### config.mk
export PLATFORM = sky130hd
export DESIGN_NAME = psfd_ram
export DESIGN_NICKNAME = d
export VERILOG_FILES = /design/src/sv/psfd_ram.sv
export SDC_FILE = /design/constraint.sdc
export NUM_CORES = 1
export LEC_CHECK = 0
export BUFFER_PORTS_ARGS = -buffer_cell sky130_fd_sc_hd__buf_2
export CAP_MARGIN = 20
export CORE_ASPECT_RATIO = 0.6
export CORE_MARGIN = 2
export CORE_UTILIZATION = 40
export CTS_CLUSTER_SIZE = 8
export DETAILED_ROUTE_END_ITERATION = 6
export SYNTH_ARGS = -nofsm -noshare
export SYNTH_HDL_FRONTEND = slang
export SYNTH_SLANG_ARGS = --single-unit
### constraint.sdc
create_clock -name clk_i -period 3.7 [get_ports clk_i]
set_input_delay 0 -clock clk_i [delete_from_list [all_inputs] [get_ports clk_i]]
set_output_delay 0 -clock clk_i [all_outputs]
set_load 0.02 [all_outputs]
### src/sv/psfd_ram.sv
// generic simple dual-port ram with registered read
module psfd_ram #(
  parameter int unsigned WIDTH = 16,
  parameter int unsigned DEPTH = 16
) (
  input  logic                                   clk_i,
  input  logic                                   we_i,
  input  logic [(DEPTH > 1 ? $clog2(DEPTH) : 1)-1:0] waddr_i,
  input  logic [WIDTH-1:0]                       wdata_i,
  input  logic                                   re_i,
  input  logic [(DEPTH > 1 ? $clog2(DEPTH) : 1)-1:0] raddr_i,
  output logic [WIDTH-1:0]                       rdata_o
);
  logic [WIDTH-1:0] mem_q [DEPTH];
  logic [WIDTH-1:0] rdata_q;

  always_ff @(posedge clk_i) begin
    if (we_i) begin
      mem_q[waddr_i] <= wdata_i;
    end
    if (re_i) begin
      rdata_q <= mem_q[raddr_i];
    end
  end

  assign rdata_o = rdata_q;
endmodule

# After elaboration in Yosys (flattened, before gate mapping)
# Memory sizes are Yosys's and may differ from the RTL's. A register that Yosys moved wholly into a read port is not among the register bits.
# Index checks and enable logic that the tools add are counted.
dict set report word_totals {
  regBits 0
  mem_bits_rw 256
  output_inout_bits 16
  mem_count 1
  wordCells 3
}
# memory words width read_ports rd_ports_with_merged_regs write_ports line
set mem_list {}
lappend mem_list {mem_q 16 16 1 1 1 14} ;# logic [WIDTH-1:0] mem_q [DEPTH];
dict set report op_classes {
  mux 2
}
# cell count
set ops {}
lappend ops {{$mux 1} 2}

# Longest topological paths before layout
# Gate-level depths: netlist of run 1.
dict set report depth {
  word_depth 2
  depth_mapped 5
}

# Least setup slack after synthesis of run 1
# Ideal clock, no wire load.
dict set report synth_path {
  kind {in2reg}
  start {input waddr_i[2] (netlist bit)}
  end {memory mem_q[0][0], enable pin}
  n_path_buf 0
  t_arrival_ns 1.646
  setup_slack_ns 1.645
  setup_time_ns 0.409
  t_required_ns 3.291
  stages 2
  cell_sequence {or3b_2 -> nor3_1}
}
# element line
set synth_lines {}
lappend synth_lines {{start: declaration} 8} ;# input logic [(DEPTH > 1 ? $clog2(DEPTH) : 1)-1:0] waddr_i,
lappend synth_lines {{end: declaration} 14}
# No word-level cell before the write port.

==> results of run 1 <==
placed cells by master (no fill, tap or decap), types with 4 or more instances in the layout:
cell type / instances
dlygate4sd3_1: 16
a22oi_1: 32
mux4_2: 54
edfxtp_1: 272
nand2_1: 17
nor3_2: 4
buf_4: 22
mux4_1: 10
clkbuf_16: 41
buf_2: 41
nor2_2: 12
worst max path at each step:
| stage | start | end | slack [ps] | cells past startpoint |
|---|---|---|---|---|
| global route | raddr_i[0] | rdata_o[1] | 2000 | 5 |
| floorplan | waddr_i[2] | mem_q[0][0] | 1640 | 2 |
| global placement | raddr_i[1] | rdata_o[7] | 1600 | 5 |
| detailed placement | raddr_i[0] | rdata_o[3] | 1580 | 5 |
| CTS | raddr_i[1] | rdata_o[7] | 2110 | 5 |
| finish | raddr_i[1] | rdata_o[7] | 2080 | 5 |
layer usage:
layer / up-vias / routed length (um)
li1: 2032 / -
met1: 2594 / 10100
met2: 150 / 11100
met3: 33 / 1450
met4: 0 / 367
met5: - / 0
sequential cells by signal (all words and copies together), names as in the netlist:
| register | flops |
|---|---|
| mem_q | 256 |
| rdata_o | 16 |
kinds of logic after synthesis:
family	share of synthesized area [%]
simple gates	1.89
flops	80.0
buf+inv	1.21
compound gates	2.35
mux	14.5
through the flow:
step / utilization (%) / setup WS [ps] / total power [W] / cells / hold WS (ps)
after detailed placement: 43.4 / 1580 / 0.00388 / 804 / 386
final: 48.1 / 2080 / 0.00691 / 861 / 16.0
after floorplan: - / 1640 / 0.00374 / 432 / 98.9
after global routing: 48.1 / 2000 / 0.00713 / 861 / 14.2
after CTS: 48.1 / 2110 / 0.00699 / 861 / 0.642
after global placement: 43.4 / 1600 / 0.00386 / 804 / 364
layout make-up:
class | instances | area [um2] | share of cell area (%)
sequential | 272 | 8170 | 67.4
clock buffer | 41 | 1030 | 8.47
multi-input combinational | 139 | 1960 | 16.2
timing repair buffer | 80 | 551 | 4.54
tap | 329 | 412 | 3.40
worst max-delay path: stages:
cell	delay, ps
buf_2	580
buf_4	450
mux4_2	360
a22oi_1	330
nand2_1	130
where the power goes:
part	switching [W]	total (W)	internal, W	leakage (nW)
registers	0.0000162	0.00350	0.00348	2.47
logic	0.000199	0.000333	0.000134	0.976
clock network	0.00116	0.00308	0.00192	0.505
total	0.00137	0.00691	0.00554	3.95
timing repair:
action                                  in CTS  in global routing
hold endpoints to repair                   256                  0
hold buffers                                16                  0
endpoints found under the setup margin       0                  0
==> flow_metrics.tcl, run 1 <==
set metrics [dict create \
    clock_latency_ps 510 \
    critPathKind "input pin to register" \
    die_y_um 128 \
    cts_setup_buffers 0 \
    syn_nets 459 \
    cts_tree "done" \
    ios 43 \
    viasPerCell 5.59 \
    finalCriticalPeriod_ps 1620 \
    pwr_density_cell_nw_per_um2 570 \
    maxSlewHeadroom_pct 33.0 \
    post_cts_resized 0 \
    cp.required_ps 3920 \
    worstSetupEndpointType "register" \
    ys_seq_elements 272 \
    synth_largest_area_cell "edfxtp_1" \
    clock-sinks 272 \
    grt-ovfl-total 0 \
    critPathArrivalTime_ps 1850 \
    maxCapViolCount 0 \
    ys_top_cells_by_count "edfxtp_1 (272), mux4_2 (54), a22oi_1 (32)" \
    finalMaxSlewViolations 0 \
    core_area_um2 25200 \
    r2r_cells 3 \
    hold_end "mem_q[12][10]" \
    finalInstanceArea_um2 12100 \
    use_met3_pct 3.72 \
    setup_viol 0 \
    grt_pass1_vias 5212 \
    hold_class "input pin to register" \
    path_clk_slew_ps 50 \
    postSynthAreaPerCell_um2 23.6 \
    fp-row-count 45 \
    postPlaceCellArea_um2 10900 \
    initial_core_util_pct 40.5 \
    grt_max_degree 35 \
    met2_usage_pct 29.1 \
    finalHoldViolCount 0 \
    rrSetupSlack_ps 2150 \
    fin_worst_skew_ps 10.3 \
    root_buffer "clkbuf_16" \
    dieArea_um2 26800 \
    grt_use_met1_pct 25.1 \
    dpl.hpwl_um 12300 \
    path_max_fanout 26 \
    ys_warn_count 0 \
    tns_ps 0 \
    route.detailed.drc 0 \
    status "finished clean" \
    timing.rr.start "mem_q[11][7]" \
    io_buffers 42 \
    p_leak_nw 3.95 \
    syn2layout_area_growth_pct 18.8 \
    wl_per_cell_um 26.7 \
    critPathLaunchType "input pin" \
    reg2reg_to "rdata_o[7]" \
    fmax_mhz 616 \
    clock_path_buffers 3 \
    whs_path_depth 2 \
    synth.top_cells.by_area "edfxtp_1 (80%), mux4_2 (12%), mux4_1 (2.6%)" \
    wl_um 23000 \
    synth_cell_type_count 18 \
    synth_cells 432 \
    nets 559 \
    firstDrtPassIters 7 \
    finalCritPeriodShare_pct 43.9 \
    peakVddDrop_v 0.000337 \
    fillerInstances 2000 \
    h-tree-depth 2 \
    numCtsBuffers 39 \
    synth_area_um2 10200 \
    drt_iter0_drc 550 \
    grt_pass1_wl_um 34200 \
    globalRouteTotalUtil_pct 17.9 \
    busiest_layer "met2" \
    async_reset_ff_share_pct 0 \
    worst_pin_slew_ps 1010 \
    dieWidth_um 210 \
    hp-start "waddr_i[0]" \
    yosysSeqAreaShare_pct 80.0 \
    yosysMostFrequentCell "edfxtp_1" \
    antenna_found_initial 0 \
    vias 4809 \
    drive_above_1_share_pct 33.1 \
    synth.top_cell.area_share_pct 80.0 \
    rsz0062_at_grt "false" \
    diodes 0 \
    place_congestion 0.704 \
    postRouteAntennaNets 0 \
    yosys_most_used_dff "edfxtp_1" \
    synth_edf_count 272 \
]
Note: power is estimated with default switching activity, not from simulation.
==> run 2: changes to the inputs <==
clock period = 1.35 ns   (was 3.7 ns; I/O delays follow)
==> run 2 against run 1 <==
Against the previous run: the flow now finishes with violations (setup timing); combinational power grew to 3.1 times the previous value; clock skew is 3.9 ps lower; utilization is 1.8 points higher; power grew to 2.8 times the previous value; sequential cell count stayed put; critical path type is now register to register; largest power group unchanged; highest routed layer unchanged.
==> flow_metrics.tcl, run 2 (synthesis results as in run 1) <==
set metrics [dict create \
    postPlaceCellArea_um2 11300 \
    globalRouteTotalUtil_pct 17.3 \
    fillerInstances 1973 \
    vias 4841 \
    finalInstanceArea_um2 12600 \
    viasPerCell 5.53 \
    fp-row-count 45 \
    wl_per_cell_um 25.4 \
    fin_ws_ps -45.1 \
    wl_um 22200 \
    critPathArrivalTime_ps 1640 \
    die_y_um 128 \
    critPathKind "register to register" \
    place_congestion 0.736 \
    root_buffer "clkbuf_16" \
    drt_iter0_drc 415 \
    grt_max_degree 28 \
    finalHoldViolCount 0 \
    fin_worst_skew_ps 6.37 \
    finalCriticalPeriod_ps 1400 \
    worstSetupEndpointType "register" \
    fmax_mhz 717 \
    p_leak_nw 4.08 \
    r2r_cells 3 \
    hold_class "input pin to register" \
    core_area_um2 25200 \
    firstDrtPassIters 4 \
    dieArea_um2 26800 \
    grt_pass1_vias 5073 \
    clock_latency_ps 500 \
    finalMaxSlewViolations 0 \
    nets 574 \
    antenna_found_initial 0 \
    top_register "mem_q" \
    io_buffers 42 \
    route.detailed.drc 0 \
    worst_pin_slew_ps 678 \
    path_clk_slew_ps 50 \
    cts_setup_buffers 0 \
    status "finished with violations" \
    whs_path_depth 3 \
    cp_slowest_cell "mux4_2" \
    diodes 0 \
    cp.required_ps 1590 \
    rsz0062_at_grt "true" \
    grt_pass1_wl_um 33100 \
    final_common_cell "edfxtp_1" \
    maxSlewHeadroom_pct 54.6 \
    largest_reg_flops 256 \
    setup_viol 11 \
    clock-sinks 272 \
    cts_tree "done" \
    drive_above_1_share_pct 38.0 \
    violations "setup timing" \
    path_cells "mux4_2 -> a22oi_2 -> nand2_1" \
    postRouteAntennaNets 0 \
    critPathLaunchType "register" \
    syn2layout_area_growth_pct 23.1 \
    hold_slack_ps 153 \
    numCtsBuffers 39 \
    ios 43 \
    grt-ovfl-total 0 \
    clock_path_buffers 3 \
    dpl.hpwl_um 12700 \
    peakVddDrop_v 0.000682 \
    initial_core_util_pct 40.5 \
    pwr_density_cell_nw_per_um2 1510 \
    h-tree-depth 2 \
    final_cell_mix "edfxtp_1 (272), mux4_2 (62), clkbuf_16 (41), buf_2 (41)" \
    max_stage_delay_ps 490 \
    dieWidth_um 210 \
    path_max_fanout 1 \
    finalCritPeriodShare_pct 103 \
    maxCapViolCount 0 \
]
[run 2: cell count changes in the layout (fill, tap and decap cells not counted), moves of 4 or more]
| cell | before | now |
|---|---|---|
| a22oi_1 | 32 | 23 |
| a22oi_2 | 0 | 9 |
| buf_12 | 1 | 23 |
| buf_4 | 22 | 13 |
| mux4_1 | 10 | 2 |
| mux4_2 | 54 | 62 |
| nor3_2 | 4 | 0 |
| nor3_4 | 0 | 4 |
[run 2: routing by layer]
| metal | wire length (um) | up-vias | track usage [%] | part of all wire, % |
|---|---|---|---|---|
| met3 | 1710 | 28 | 4.43 | 7.7 |
| met1 | 10900 | 2564 | 27.5 | 49 |
| met4 | 240 | 0 | 3.42 | 1.1 |
| met2 | 9400 | 181 | 24.2 | 42 |
| met5 | 0 | - | 0.363 | 0 |
| li1 | - | 2068 | - | - |
[run 2: final cells by class]
type	count	area, um2	area share, %
clock buffer	41	1030	8.17
tap	329	412	3.28
timing repair buffer	95	948	7.55
sequential	272	8170	65.0
multi-input combinational	139	2010	16.0
[run 2: final timing paths]
| path | slack (ps) | from | endpoint |
|---|---|---|---|
| worst min register to register | 740 | mem_q[15][11] | rdata_o[11] |
| worst max register to register | -50 | mem_q[11][8] | rdata_o[8] |
| worst max-delay path | -50 | mem_q[11][8] | rdata_o[8] |
| worst min-delay path | 150 | waddr_i[0] | mem_q[0][5] |
[run 2: critical path, delay by kind of cell (launching register included)]
family | cells | cell delay (ps)
muxes | 1 | 490
DFF | 1 | 350
and+or+nand+nor | 1 | 80
AOI/OAI and AO/OA | 1 | 220
[run 2: what timing repair did]
item                                   CTS  global route
pin swaps                               12             4
setup endpoints to repair               15            16
hold buffers                            17             0
gates resized for setup                 10             7
endpoints found under the hold margin  263             0
[run 2: per-stage QoR]
stage	setup WS, ps	utilization (%)	std cells	TNS, ps	power, W
5_1_grt	-125	49.9	876	-1100	0.0196
3_5_place_dp	-248	45.0	817	-2720	0.0107
4_1_cts	-62.7	49.8	875	-390	0.0192
3_3_place_gp	-225	45.0	817	-2470	0.0107
2_1_floorplan	-171	-	432	-8210	0.0102
6_report	-45.1	49.9	876	-288	0.0190
[run 2: where the power goes]
group | switching (W) | total (W) | internal [W]
registers | 0.0000447 | 0.00958 | 0.00954
clock network | 0.00313 | 0.00839 | 0.00527
logic | 0.000582 | 0.00104 | 0.000453
==> run 3: changes to the inputs <==
BUFFER_PORTS_ARGS = -buffer_cell sky130_fd_sc_hd__clkbuf_2   (was -buffer_cell sky130_fd_sc_hd__buf_2)
==> run 3 against run 2 <==
Against the previous run: the flow still finishes with violations (setup timing); setup slack better by 3.0 ps; non-clock buffer count is the same; clock skew rose by 8.2 ps; hold slack got worse by 130 ps; final area is essentially flat; power fell by 1.2%; wire length rose by 1.8%; clock power is 3.0% lower; global-route usage rose by 0.24 points; utilization is essentially flat; sequential share of layout area up 0.059 points; via count up 0.93%; critical endpoint is now rdata_o[5]; highest routed layer unchanged.
==> flow_metrics.tcl, run 3 (synthesis results as in run 1) <==
set metrics [dict create \
    cpLargestDelayFamily "multiplexers" \
    drt_iter0_drc 490 \
    postRouteAntennaNets 0 \
    place_congestion 0.717 \
    grt_pass1_wl_um 33500 \
    worstSetupEndpointType "register" \
    core_area_um2 25200 \
    largest_reg_flops 256 \
    fp-row-count 45 \
    violations "setup timing" \
    p_leak_nw 4.07 \
    path_buf_inv 0 \
    whs_path_depth 1 \
    fillerInstances 1967 \
    final_common_cell "edfxtp_1" \
    grt_max_degree 23 \
    hp-start "re_i" \
    peakVddDrop_v 0.000805 \
    cp_slowest_cell "mux4_2" \
    clock_path_buffers 3 \
    path_cells "mux4_2 -> a22oi_2 -> nand2_1" \
    io_buffers 42 \
    clock_latency_ps 500 \
    globalRouteTotalUtil_pct 17.6 \
    viasPerCell 5.58 \
    r2r_cells 3 \
    vias 4886 \
    wl_per_cell_um 25.9 \
    dpl.hpwl_um 13000 \
    diodes 0 \
    grt_pass1_vias 5100 \
    worst_pin_slew_ps 400 \
    hold_slack_ps 21.8 \
    antenna_found_initial 0 \
    rrSetupSlack_ps -40 \
    finalHoldViolCount 0 \
    hold_end "rdata_o[13]" \
    path_max_fanout 1 \
    initial_core_util_pct 40.5 \
    critPathKind "register to register" \
    dieWidth_um 210 \
    path_clk_slew_ps 50 \
    cts_tree "done" \
    finalMaxSlewViolations 0 \
    final_cell_mix "edfxtp_1 (272), mux4_2 (62), clkbuf_2 (41), clkbuf_16 (39), buf_12 (22)" \
    root_buffer "clkbuf_16" \
    ios 43 \
    status "finished with violations" \
    h-tree-depth 2 \
    max_stage_delay_ps 500 \
    critPathArrivalTime_ps 1630 \
    grt-ovfl-total 0 \
    fin_ws_ps -42.0 \
    numCtsBuffers 39 \
    finalCritPeriodShare_pct 103 \
    critPathLaunch "mem_q[0][5]" \
    wl_um 22600 \
    rsz0062_at_grt "true" \
    cts_setup_buffers 0 \
    syn2layout_area_growth_pct 23.0 \
    critPathLaunchType "register" \
    nets 574 \
    dieArea_um2 26800 \
    timing.rr.start "mem_q[0][5]" \
    top_register "mem_q" \
    maxSlewHeadroom_pct 73.2 \
    clock-sinks 272 \
    route.detailed.drc 0 \
    pwr_density_cell_nw_per_um2 1500 \
    drive_above_1_share_pct 39.7 \
    cp.required_ps 1590 \
    firstDrtPassIters 5 \
    maxCapViolCount 0 \
    finalCriticalPeriod_ps 1390 \
    setup_viol 11 \
    fin_worst_skew_ps 14.6 \
    reg2reg_to "rdata_o[5]" \
    fmax_mhz 718 \
    hold_class "input pin to register" \
    die_y_um 128 \
    p_total_w 0.0188 \
]
run 3: worst max-delay path by stage:
stage	endpoint	slack [ps]	cells after the start
after floorplan	mem_q[1][0]	-170	2
after global placement	rdata_o[5]	-210	6
after detailed placement	rdata_o[5]	-200	6
after CTS	rdata_o[14]	-30	3
after global routing	rdata_o[0]	-80	3
final	rdata_o[5]	-40	3
run 3: final cells by class:
type	instances	area [um2]	area share, %
flip-flops and latches	272	8170	65.1
multi-input cells	139	2050	16.4
clock buffers	39	976	7.78
repair buffers	95	933	7.44
well taps	329	412	3.28
clock inverters	1	8.76	0.0698
run 3: per-layer routing:
| metal | routed length [um] | global-route usage [%] |
|---|---|---|
| met1 | 10800 | 28.2 |
| met5 | 0 | 0 |
| met2 | 9580 | 24.1 |
| met3 | 1920 | 4.09 |
| met4 | 379 | 4.26 |
run 3: through the flow:
stage,cells,area [um2],setup TNS [ps],worst slack [ps],util [%]
2_1_floorplan,432,10200,-8210,-171,-
3_3_place_gp,818,11300,-2410,-208,45.0
3_5_place_dp,819,11300,-2320,-196,45.1
4_1_cts,875,12500,-254,-34.0,49.7
5_1_grt,875,12500,-881,-76.9,49.9
6_report,875,12500,-181,-42.0,49.9
run 3: report_power, final:
group	internal, W	total, W	switching, W
Combinational	0.000454	0.00105	0.000595
Clock	0.00504	0.00814	0.00310
Sequential	0.00954	0.00959	0.0000524
Total	0.0150	0.0188	0.00375
run 3: worst register-to-register path: stages (launching register included):
cell      delay [ps]
edfxtp_1         370
mux4_2           500
a22oi_2          200
nand2_1           70
run 3: repair_timing:
action                                  in CTS  in global routing
endpoints found under the hold margin      256                  0
hold buffers                                16                  0
endpoints found under the setup margin      15                 16
resized for setup                           15                 11
gates cloned                                 0                  0
pin swaps                                   17                 11
